$ cat config.mk
export PLATFORM = sky130hd
export DESIGN_NAME = gamepad_keystroke_event_generator
export DESIGN_NICKNAME = d
export VERILOG_FILES = /design/src/hdl/gkeg_pkg.sv /design/src/hdl/gamepad_keystroke_event_generator.sv
export SDC_FILE = /design/constraint.sdc
export NUM_CORES = 1
export LEC_CHECK = 0
export ABC_AREA = 1
export CORE_MARGIN = 2
export CORE_UTILIZATION = 65
export DETAILED_ROUTE_END_ITERATION = 12
export DONT_BUFFER_PORTS = 1
export GPL_TIMING_DRIVEN = 0
export PLACE_DENSITY = 0.81
export SYNTH_ARGS = -nofsm -noshare
export SYNTH_HDL_FRONTEND = slang
export SYNTH_SLANG_ARGS = --single-unit
$ cat constraint.sdc
create_clock -name clock -period 8.9 [get_ports clock]
set_clock_uncertainty 0.05 [all_clocks]
set_input_delay 0.445 -clock clock [delete_from_list [all_inputs] [get_ports clock]]
set_output_delay 0.445 -clock clock [all_outputs]
set_load 0.05 [all_outputs]
$ cat src/hdl/gkeg_pkg.sv
`timescale 1ns / 1ps
// ----------------------------------------------------------------------------
// gkeg_pkg
// Shared types, codes and helper functions for the gamepad keystroke event
// generator.
// ----------------------------------------------------------------------------
package gkeg_pkg;

   localparam int BUTTON_W    = 14;
   localparam int TRIGGER_W   = 8;
   localparam int STICK_W     = 16;
   localparam int STICK_THR_W = 15;
   localparam int KEY_W       = 5;
   localparam int CSR_ADDR_W  = 1;
   localparam int CSR_DATA_W  = 15;
   localparam int REQ_DATA_W  = 96;
   localparam int RSP_DATA_W  = 8;

   localparam logic [CSR_ADDR_W-1:0] CSR_STICK_THR = 1'd0;
   localparam logic [CSR_ADDR_W-1:0] CSR_TRIG_THR  = 1'd1;

   localparam logic [STICK_THR_W-1:0] STICK_THR_RESET = 15'd20000;
   localparam logic [TRIGGER_W-1:0]   TRIG_THR_RESET  = 8'd30;

   localparam logic [1:0] AX_OFF  = 2'd0;
   localparam logic [1:0] AX_LOW  = 2'd1;
   localparam logic [1:0] AX_HIGH = 2'd2;

   localparam logic [KEY_W-1:0] KEY_LT          = 5'd14;
   localparam logic [KEY_W-1:0] KEY_RT          = 5'd15;
   localparam logic [KEY_W-1:0] KEY_LSTICK_BASE = 5'd16;
   localparam logic [KEY_W-1:0] KEY_RSTICK_BASE = 5'd24;

   localparam logic [2:0] DIR_UP         = 3'd0;
   localparam logic [2:0] DIR_DOWN       = 3'd1;
   localparam logic [2:0] DIR_RIGHT      = 3'd2;
   localparam logic [2:0] DIR_LEFT       = 3'd3;
   localparam logic [2:0] DIR_UP_LEFT    = 3'd4;
   localparam logic [2:0] DIR_UP_RIGHT   = 3'd5;
   localparam logic [2:0] DIR_DOWN_RIGHT = 3'd6;
   localparam logic [2:0] DIR_DOWN_LEFT  = 3'd7;

   typedef struct packed {
      logic       fire;
      logic [2:0] dir;
      logic       release_key;
      logic [3:0] next_axes;
   } stick_result_type;

   function automatic logic [1:0] quantize(input logic [STICK_W-1:0] v,
                                           input logic [STICK_THR_W-1:0] t);
      logic signed [STICK_W:0] sv;
      logic signed [STICK_W:0] st;
      sv = $signed({v[STICK_W-1], v});
      st = $signed({2'b00, t});
      if (sv > st) begin
         return AX_HIGH;
      end else if (sv < -st) begin
         return AX_LOW;
      end
      return AX_OFF;
   endfunction

   function automatic logic [2:0] dir_offset(input logic [3:0] axes);
      logic [1:0] x;
      logic [1:0] y;
      x = axes[1:0];
      y = axes[3:2];
      if (y == AX_HIGH) begin
         return (x == AX_OFF) ? DIR_UP : (x == AX_LOW) ? DIR_UP_LEFT : DIR_UP_RIGHT;
      end else if (y == AX_LOW) begin
         return (x == AX_OFF) ? DIR_DOWN :
                (x == AX_LOW) ? DIR_DOWN_LEFT : DIR_DOWN_RIGHT;
      end
      return (x == AX_LOW) ? DIR_LEFT : DIR_RIGHT;
   endfunction

   function automatic stick_result_type stick_eval(input logic [3:0] last_axes,
                                                   input logic [3:0] cur_axes);
      stick_result_type r;
      logic             cur_on;
      logic             last_on;
      logic [2:0]       cur_d;
      logic [2:0]       last_d;
      cur_on  = (cur_axes != 4'd0);
      last_on = (last_axes != 4'd0);
      cur_d   = cur_on ? dir_offset(cur_axes) : DIR_UP;
      last_d  = last_on ? dir_offset(last_axes) : DIR_UP;
      r.fire        = 1'b0;
      r.dir         = DIR_UP;
      r.release_key = 1'b0;
      r.next_axes   = cur_axes;
      if ((cur_on != last_on) || (cur_on && (cur_d != last_d))) begin
         r.fire = 1'b1;
         if (last_on) begin
            r.dir         = last_d;
            r.release_key = 1'b1;
            r.next_axes   = 4'd0;
         end else begin
            r.dir = cur_d;
         end
      end
      return r;
   endfunction

endpackage

$ cat src/hdl/gamepad_keystroke_event_generator.sv
`timescale 1ns / 1ps
// ----------------------------------------------------------------------------
// gamepad_keystroke_event_generator
// Turns gamepad snapshots into at most one key event per poll.
// ----------------------------------------------------------------------------
// Usage:
//   req_* carries one snapshot per beat; rsp_* returns exactly one result
//   beat per request beat, in order. rsp_tdata[0] flags whether a key event
//   is present; with no event the code and release bits are zero.
//   csr_* writes the stick threshold (index 0) and the trigger threshold
//   (index 1); write only while no snapshot is in flight.
// Pipeline and throughput:
//   A beat passes a snapshot register and then a result register (two
//   register stages) on its way to rsp_*. One snapshot per cycle is
//   sustained while rsp_tready is high; the compare, priority pick and state
//   update all fit in the one combinational stage between the two registers.
// Reset:
//   Thresholds return to 20000 and 30, all buttons read released, triggers
//   off and sticks centered. Both stages empty.
// Stall:
//   While rsp_tready is low the result holds, the snapshot stage holds one
//   more beat, and then req_tready drops.
// ----------------------------------------------------------------------------
module gamepad_keystroke_event_generator (
   input  logic                               clock,
   input  logic                               reset,
   input  logic                               req_tvalid,
   output logic                               req_tready,
   // button_bits[13:0], left_trigger[21:14], right_trigger[29:22],
   // left_stick_x[45:30], left_stick_y[61:46], right_stick_x[77:62],
   // right_stick_y[93:78], zero pad[95:94]
   input  logic [gkeg_pkg::REQ_DATA_W-1:0]    req_tdata,
   output logic                               rsp_tvalid,
   input  logic                               rsp_tready,
   // event_valid[0], key_code[5:1], key_release[6], zero pad[7]
   output logic [gkeg_pkg::RSP_DATA_W-1:0]    rsp_tdata,
   input  logic                               csr_we,
   input  logic [gkeg_pkg::CSR_ADDR_W-1:0]    csr_addr,
   input  logic [gkeg_pkg::CSR_DATA_W-1:0]    csr_wdata
);
   import gkeg_pkg::*;

   logic [STICK_THR_W-1:0] stick_thr_ff;
   logic [TRIGGER_W-1:0]   trig_thr_ff;

   logic                   snap_valid_ff;
   logic [BUTTON_W-1:0]    snap_buttons_ff;
   logic [TRIGGER_W-1:0]   snap_lt_ff;
   logic [TRIGGER_W-1:0]   snap_rt_ff;
   logic [STICK_W-1:0]     snap_lsx_ff;
   logic [STICK_W-1:0]     snap_lsy_ff;
   logic [STICK_W-1:0]     snap_rsx_ff;
   logic [STICK_W-1:0]     snap_rsy_ff;

   logic [BUTTON_W-1:0]    last_buttons_ff;
   logic                   last_lt_on_ff;
   logic                   last_rt_on_ff;
   logic [3:0]             last_ls_ff;
   logic [3:0]             last_rs_ff;

   logic [BUTTON_W-1:0]    last_buttons_in;
   logic                   last_lt_on_in;
   logic                   last_rt_on_in;
   logic [3:0]             last_ls_in;
   logic [3:0]             last_rs_in;

   logic                   rsp_valid_ff;
   logic                   evt_valid_ff;
   logic [KEY_W-1:0]       key_code_ff;
   logic                   key_release_ff;

   logic                   evt_valid_in;
   logic [KEY_W-1:0]       key_code_in;
   logic                   key_release_in;

   logic                   advance;
   logic [BUTTON_W-1:0]    diff;
   logic [3:0]             btn_idx;
   logic                   lt_on;
   logic                   rt_on;
   logic [3:0]             ls_axes;
   logic [3:0]             rs_axes;
   stick_result_type       ls_res;
   stick_result_type       rs_res;

   assign advance    = snap_valid_ff && (!rsp_valid_ff || rsp_tready);
   assign req_tready = !snap_valid_ff || advance;
   assign rsp_tvalid = rsp_valid_ff;
   assign rsp_tdata  = {1'b0, key_release_ff, key_code_ff, evt_valid_ff};

   always_ff @(posedge clock) begin
      if (reset) begin
         stick_thr_ff <= STICK_THR_RESET;
         trig_thr_ff  <= TRIG_THR_RESET;
      end else if (csr_we) begin
         unique case (csr_addr)
            CSR_STICK_THR: stick_thr_ff <= csr_wdata;
            CSR_TRIG_THR:  trig_thr_ff  <= csr_wdata[TRIGGER_W-1:0];
            default: ;
         endcase
      end
   end

   always_ff @(posedge clock) begin
      if (reset) begin
         snap_valid_ff <= 1'b0;
      end else if (req_tready) begin
         snap_valid_ff <= req_tvalid;
      end
   end

   always_ff @(posedge clock) begin
      if (req_tvalid && req_tready) begin
         snap_buttons_ff <= req_tdata[13:0];
         snap_lt_ff      <= req_tdata[21:14];
         snap_rt_ff      <= req_tdata[29:22];
         snap_lsx_ff     <= req_tdata[45:30];
         snap_lsy_ff     <= req_tdata[61:46];
         snap_rsx_ff     <= req_tdata[77:62];
         snap_rsy_ff     <= req_tdata[93:78];
      end
   end

   always_comb begin
      diff    = snap_buttons_ff ^ last_buttons_ff;
      btn_idx = 4'd0;
      for (int i = BUTTON_W - 1; i >= 0; i--) begin
         if (diff[i]) begin
            btn_idx = 4'(i);
         end
      end
      lt_on   = (snap_lt_ff > trig_thr_ff);
      rt_on   = (snap_rt_ff > trig_thr_ff);
      ls_axes = {quantize(snap_lsy_ff, stick_thr_ff), quantize(snap_lsx_ff, stick_thr_ff)};
      rs_axes = {quantize(snap_rsy_ff, stick_thr_ff), quantize(snap_rsx_ff, stick_thr_ff)};
      ls_res  = stick_eval(last_ls_ff, ls_axes);
      rs_res  = stick_eval(last_rs_ff, rs_axes);

      last_buttons_in = last_buttons_ff;
      last_lt_on_in   = last_lt_on_ff;
      last_rt_on_in   = last_rt_on_ff;
      last_ls_in      = last_ls_ff;
      last_rs_in      = last_rs_ff;
      evt_valid_in    = 1'b0;
      key_code_in     = '0;
      key_release_in  = 1'b0;

      if (diff != '0) begin
         evt_valid_in             = 1'b1;
         key_code_in              = {1'b0, btn_idx};
         key_release_in           = !snap_buttons_ff[btn_idx];
         last_buttons_in[btn_idx] = !last_buttons_ff[btn_idx];
      end else if (lt_on != last_lt_on_ff) begin
         evt_valid_in   = 1'b1;
         key_code_in    = KEY_LT;
         key_release_in = !lt_on;
         last_lt_on_in  = lt_on;
      end else if (rt_on != last_rt_on_ff) begin
         evt_valid_in   = 1'b1;
         key_code_in    = KEY_RT;
         key_release_in = !rt_on;
         last_rt_on_in  = rt_on;
      end else begin
         last_ls_in = ls_res.next_axes;
         if (ls_res.fire) begin
            evt_valid_in   = 1'b1;
            key_code_in    = KEY_LSTICK_BASE + {2'b00, ls_res.dir};
            key_release_in = ls_res.release_key;
         end else begin
            last_rs_in = rs_res.next_axes;
            if (rs_res.fire) begin
               evt_valid_in   = 1'b1;
               key_code_in    = KEY_RSTICK_BASE + {2'b00, rs_res.dir};
               key_release_in = rs_res.release_key;
            end
         end
      end
   end

   always_ff @(posedge clock) begin
      if (reset) begin
         last_buttons_ff <= '0;
         last_lt_on_ff   <= 1'b0;
         last_rt_on_ff   <= 1'b0;
         last_ls_ff      <= 4'd0;
         last_rs_ff      <= 4'd0;
         rsp_valid_ff    <= 1'b0;
      end else begin
         if (advance) begin
            last_buttons_ff <= last_buttons_in;
            last_lt_on_ff   <= last_lt_on_in;
            last_rt_on_ff   <= last_rt_on_in;
            last_ls_ff      <= last_ls_in;
            last_rs_ff      <= last_rs_in;
            rsp_valid_ff    <= 1'b1;
         end else if (rsp_tready) begin
            rsp_valid_ff <= 1'b0;
         end
      end
   end

   always_ff @(posedge clock) begin
      if (advance) begin
         evt_valid_ff   <= evt_valid_in;
         key_code_ff    <= key_code_in;
         key_release_ff <= key_release_in;
      end
   end

`ifndef SYNTH
   a_idle_result_zero: assert property (@(posedge clock) disable iff (reset)
      rsp_valid_ff && !evt_valid_ff |-> (key_code_ff == '0) && !key_release_ff)
      else $error("result without event carries nonzero fields");

   a_button_single_toggle: assert property (@(posedge clock) disable iff (reset)
      advance && (diff != '0) |=>
         $countones(last_buttons_ff ^ $past(last_buttons_ff)) == 1)
      else $error("button event did not toggle exactly one stored bit");

   a_stick_axes_legal: assert property (@(posedge clock) disable iff (reset)
      (last_ls_ff[1:0] != 2'd3) && (last_ls_ff[3:2] != 2'd3) &&
      (last_rs_ff[1:0] != 2'd3) && (last_rs_ff[3:2] != 2'd3))
      else $error("stored stick axis holds an illegal code");

   a_snap_held_on_stall: assert property (@(posedge clock) disable iff (reset)
      snap_valid_ff && !advance |=> snap_valid_ff && $stable(snap_buttons_ff))
      else $error("pending snapshot lost during stall");
`endif

endmodule
* After elaboration in Yosys (flattened, before gate mapping)
Index checks and enable logic that the tools add are counted.
Word-level totals: flip-flop bits (word level) 150, input port bits 117, output and inout port bits 10, logic and storage cells 197
Cells by class: add/sub/neg operators 3, $lt $le $gt $ge 12, equality and inequality tests 18, mux-type cells 104, bitwise operators 6, reductions and logical operators 34
Operator list (number):
- 3-bit two-way mux | 26
- 16-bit by 17-bit < comparator with 1-bit output | 4
- 4-bit two-way mux | 17
- 16-bit > comparator | 4
- 1-bit two-way mux | 39
- 2-bit two-way mux | 12
- 5-bit two-way mux | 4
- 9-bit two-way mux | 2
- 15-bit negation with 17-bit output | 1
- 2-bit by 1-bit == test with 1-bit output, second input constant | 8
- 8-bit > comparator | 2
- 4-bit nonzero test | 4
- 14-bit bitwise mux | 1
- 14-bit nonzero test | 1
- 14-bit bitwise XOR | 1
- 1-bit binary-select mux with 4-bit select | 2
- 2-bit == test, second input constant | 4
- 2-bit zero test | 4
- 4-bit AND reduction | 2
- 1-bit zero test | 6
- 3-bit inequality test | 2
- 2-bit AND reduction | 3
- 4-bit by 4-bit adder with 5-bit output, first input constant | 1
- 5-bit by 3-bit adder with 5-bit output, first input constant | 1
- other kinds (12) | 26

* Depth between registers and ports, before layout
depth after elaboration 22, depth in mapped cells 31, mapped depth without buffers 31

* Worst setup path before layout
Ideal clock, no wire load.
kind register -> register, start point register stick_thr_ff[1], end point register key_code_ff[0], data pin, library setup time 0.255 ns, data arrival time 3.256 ns, required time 8.595 ns, path slack 5.339 ns, stages on the path, launching flop included 30, path buffers 0, period minus slack after synthesis 3.561 ns, cell sequence dfxtp_1 inv_1 ha_1 nand2_1 nor2_2 nand2_1 nor3_1 nand4_1 xor2_1 ha_1 a21oi_1 nor2_1 a211oi_1 nand2_1 inv_2 nand2_2 nand2_4 nand2_4 nand2_4 nand2_2 nand2_1 nand2_2 nor2_4 nand3_4 nand2_4 o21bai_1 inv_1 nand2_1 nand2_1 nand2_1
On the way: longest elaborated chain between the ends 22, elaborated cells between the ends (all ways) 76, those cells by class add/sub: 3; order compare: 8; eq/ne: 10; mux: 47; reduce/logical: 8
Ends and longest elaborated chain:
- start, declared | RTL line gamepad_keystroke_event_generator.sv:43 | logic [STICK_THR_W-1:0] stick_thr_ff;
- start signal, assigned | RTL line gamepad_keystroke_event_generator.sv:97 | CSR_STICK_THR: stick_thr_ff <= csr_wdata;
- 15-bit negation with 17-bit output | RTL line gkeg_pkg.sv:58 | end else if (sv < -st) begin
- 16-bit by 17-bit < comparator with 1-bit output | RTL line gkeg_pkg.sv:58
- 1-bit two-way mux | RTL line gkeg_pkg.sv:58
- 1-bit two-way mux | RTL line gkeg_pkg.sv:56 | if (sv > st) begin
- 2-bit two-way mux | RTL line gkeg_pkg.sv:61 | return AX_OFF;
- 2-bit by 1-bit == test with 1-bit output | RTL line gkeg_pkg.sv:70, gkeg_pkg.sv:73, gkeg_pkg.sv:75
- 1-bit two-way mux | RTL line gkeg_pkg.sv:73, gkeg_pkg.sv:75
- 3-bit two-way mux | RTL line gkeg_pkg.sv:72 | return (x == AX_OFF) ? DIR_DOWN :
- [7 not listed]
- 9-bit two-way mux | RTL line gkeg_pkg.sv:93 | if ((cur_on != last_on) || (cur_on && (cur_d != last_d))) begin
- 4-bit by 4-bit adder with 5-bit output | RTL line gamepad_keystroke_event_generator.sv:173 | key_code_in = KEY_RSTICK_BASE + {2'b00, rs_res.dir};
- 5-bit two-way mux | RTL line gamepad_keystroke_event_generator.sv:171 | if (rs_res.fire) begin
- 5-bit two-way mux (*) | RTL line gamepad_keystroke_event_generator.sv:165 | if (ls_res.fire) begin
- 4-bit two-way mux (*) | RTL line gamepad_keystroke_event_generator.sv:158 | end else if (rt_on != last_rt_on_ff) begin
- 4-bit two-way mux (*) | RTL line gamepad_keystroke_event_generator.sv:153 | end else if (lt_on != last_lt_on_ff) begin
- 4-bit two-way mux (*) | RTL line gamepad_keystroke_event_generator.sv:148 | if (diff != '0) begin
- named net key_code_in[0] | RTL line gamepad_keystroke_event_generator.sv:73 | logic [KEY_W-1:0] key_code_in;
- end signal, assigned | RTL line gamepad_keystroke_event_generator.sv:205 | key_code_ff <= key_code_in;
- end, declared | RTL line gamepad_keystroke_event_generator.sv:69 | logic [KEY_W-1:0] key_code_ff;
Mark *: on every way through the listed nets, which the timed path passes. The rest lies on a longest branch. The select of a mux whose other input is x is not followed. A chain may end at the register's enable or synchronous reset.

* Worst setup path after layout
start point register stick_thr_ff[1], end point register key_code_ff[1], data pin
Same word-level chain as after synthesis.

==> impl_metrics.csv <==
group,metric,value,unit
clocking,cts_hold_buf,0,
synthesis,async_flop_share,0,%
synthesis,synth_area,9727,um^2
setup_path,required,9040,ps
setup_path,r2r-end,"key_code_ff[1]",
synthesis,synth-edff-count,101,
floorplan,dieArea,15960,um^2
floorplan,ios,127,
clocking,cts-root-buf,"clkbuf_16",
routing,post-route-drc-count,0,
cells_and_area,final_cell_mix,"nand2_1 (236), ha_1 (137), inv_1 (122)",
floorplan,fp.dieW,126.3,um
cells_and_area,nets,1393,
global_route,grt_max_degree,64,
global_route,grt_pass1_wl,35000,um
power_and_ir_drop,p_leak,4.763,nW
cells_and_area,final_common_cell,"nand2_1",
floorplan,core_area,14590,um^2
synthesis,seq_area_frac_synth,41.27,%
global_route,met1_usage,35.60,%
setup_path,endpoint,"key_code_ff[1]",
clocking,cts_buffer_depth,2,
synthesis,ys_warn_count,0,
global_route,grt_overflow,0,
setup_path,rrSetupSlack,4550,ps
floorplan,die_h,126.3,um
routing,wl_per_cell,16.36,um
placed_design,place_area,9987,um^2
placed_design,dp.cells,1304,
routing,routed_wl,21910,um
routing,first_pass_iters,6,
floorplan,row_count,44,
setup_path,crit_path_start_kind,"register",
cells_and_area,final_cell_count_no_fill,1339,
sta,hold_slack,48.47,ps
global_route,grt.met2_usage,45.92,%
sta,maxSlewHeadroom,38.15,%
routing,viasPerCell,5.768,
placed_design,dpl.hpwl,16760,um
synthesis,avgSynthCellArea,8.692,um^2
synthesis,synthDistinctLibCells,43,
setup_path,crit_path_end_kind,"register",
synthesis,synth-seq-cells,150,
run,drv_cap,0,
routing,dr_total_vias,7724,
clocking,cts_sinks,150,
setup_path,rr_worst_depth,23,
setup_path,path_max_fanout,6,
clocking,cts-resized-gates,0,
cells_and_area,fin_area,10540,um^2
clocking,cts_setup_buffers,0,
routing,ant_nets,0,
sta,drv_slew,0,
sta,setup_viol,0,
global_route,grt_pass1_vias,7400,
global_route,met3_usage,6.411,%
floorplan,initial_core_util,66.67,%
placed_design,portBuffers,0,
min_path,hold_class,"in -> reg",
cells_and_area,syn2layout_area_growth,8.349,%
outcome,run_status,"completed",
sta,max_freq,229.9,MHz
synthesis,ys.flop_type,"edfxtp_1",
sta,min_period,4350,ps
clocking,numCtsBuffers,17,
clocking,cts_tree,"built",
setup_path,critPathLaunch,"stick_thr_ff[1]",
routing,drt_iter0_markers,559,
clocking,htree_levels,4,
setup_path,worstSetupPathType,"reg -> reg",
clocking,clock_latency,440,ps
global_route,gr-usage-all-layers,27.78,%
sta,rsz0062_at_grt,"no",
sta,period_share,48.88,%
sta,fin_setup_tns,0,ps
min_path,min_from,"req_tdata[36]",
power_and_ir_drop,ir_worst_vdd,155.4,uV
setup_path,r2r_start,"stick_thr_ff[1]",
setup_path,crit_arrival,4490,ps
clocking,path_clk_slew,70,ps
global_route,antenna_found_initial,3,
sta,finalHoldViolCount,0,
synthesis,synth_nets,1373,
power_and_ir_drop,power.density,173.2,nW/um^2
synthesis,synth_cells,1119,
sta,tightest_slew,919.3,ps
global_route,grt_most_used_layer,"met2",
placed_design,place_congestion,0.9429,
cells_and_area,drive_gt1_share,7.465,%
## final cells by class
type | instances | area, um^2
inverters | 134 | 510.5
plain buffers | 13 | 62.56
clock buffers | 18 | 429.2
diodes | 3 | 7.507
repair buffers | 1 | 27.53
multi-input cells | 822 | 5142
clock inverters | 14 | 115.1
well taps | 184 | 230.2
fillers | 1101 | 4050
flip-flops and latches | 150 | 4014
## power breakdown
group,internal (mW),switching (mW)
Combinational,0.119,0.218
Clock,0.363,0.311
Sequential,0.784,0.0298
## per-stage QoR
step	power (mW)	util (%)	setup WS (ps)
6_report	1.825	72.24	4550
5_1_grt	1.909	72.22	4115
4_1_cts	1.825	72.19	4565
3_5_place_dp	1.154	68.46	4609
3_3_place_gp	1.141	68.25	4672
2_1_floorplan	1.074	-	5339
## registers in the layout, indices dropped and copies added (netlist names)
signal and cells:
stick_thr_ff 15, snap_lt_ff 8, last_rt_on_ff 1, last_ls_ff 4, snap_rsy_ff 16, trig_thr_ff 8, snap_buttons_ff 14, snap_lsx_ff 16
snap_rsx_ff 16, evt_valid_ff 1, rsp_tvalid 1, snap_valid_ff 1, last_lt_on_ff 1, snap_lsy_ff 16, key_code_ff 5, last_buttons_ff 14
snap_rt_ff 8, key_release_ff 1, last_rs_ff 4
## per-layer routing
metal / part of all wire (%) / wire [um]
met1: 43 / 9370
met2: 48 / 10570
met3: 6.7 / 1477
met4: 2.2 / 485
met5: 0 / 0
## worst max-delay path, stage by stage (launching register included)
cell and delay [ps]:
dfxtp_1 320, inv_1 200, ha_1 240, nand2_1 130, nor2_2 170, nand2_1 110
nor3_1 240, nand4_1 180, xor2_1 430, ha_1 330, a21oi_1 180, nor3_1 70
a211oi_1 370, nand2_1 140, nand2_1 100, nand3_2 110, nand2_1 100, nor2_1 50
nor2_1 100, nand3_1 170, nand2_1 160, inv_2 50, nand3_1 60, a21oi_1 60
## cells in the mapped netlist, types with 2 or more instances
master	n	share of area (%)
a31oi_1	2	0.13
nor2_4	2	0.23
a21oi_2	2	0.18
edfxtp_1	101	31
nor2_1	84	3.2
o211ai_1	15	1.2
nand3_4	2	0.36
buf_4	3	0.23
nand2_1	236	9.1
o21ai_1	3	0.15
inv_1	123	4.7
o21a_1	2	0.15
nand4_1	20	1.3
nor4_1	5	0.32
inv_2	9	0.35
nor3_2	3	0.31
a211oi_1	3	0.23
o21ai_0	65	3.3
buf_2	2	0.10
xor2_1	14	1.3
dfxtp_1	49	10
o21bai_1	6	0.46
a221oi_1	2	0.18
o2111ai_1	2	0.18
nand3_1	51	2.6
nand2_2	11	0.71
nor3_1	9	0.46
nand3_2	5	0.51
a21oi_1	97	5.0
nor2_2	5	0.32
xnor2_1	13	1.2
nand3b_1	4	0.31
clkbuf_1	8	0.31
ha_1	137	18
o22ai_1	12	0.77
nand2_4	5	0.58
## kinds of logic after synthesis
kind of cell / synth area share, %
xor gates and xnor gates: 2.431
DFF: 41.27
AOI/OAI and AO/OA: 12.13
buffers and inverters: 5.866
other: 0.03855
and+or+nand+nor: 20.65
adders and majority gates: 17.62
## how the worst min path moves through the flow
stage | to | slack (ps) | cells past startpoint
global placement | last_ls_ff[2] | 420 | 2
CTS | snap_buttons_ff[1] | 40 | 0
detailed placement | last_ls_ff[2] | 430 | 2
finish | snap_lsx_ff[6] | 50 | 0
floorplan | last_ls_ff[2] | 410 | 2
global route | snap_buttons_ff[2] | 40 | 0
Power figures use the tool's default switching activity.
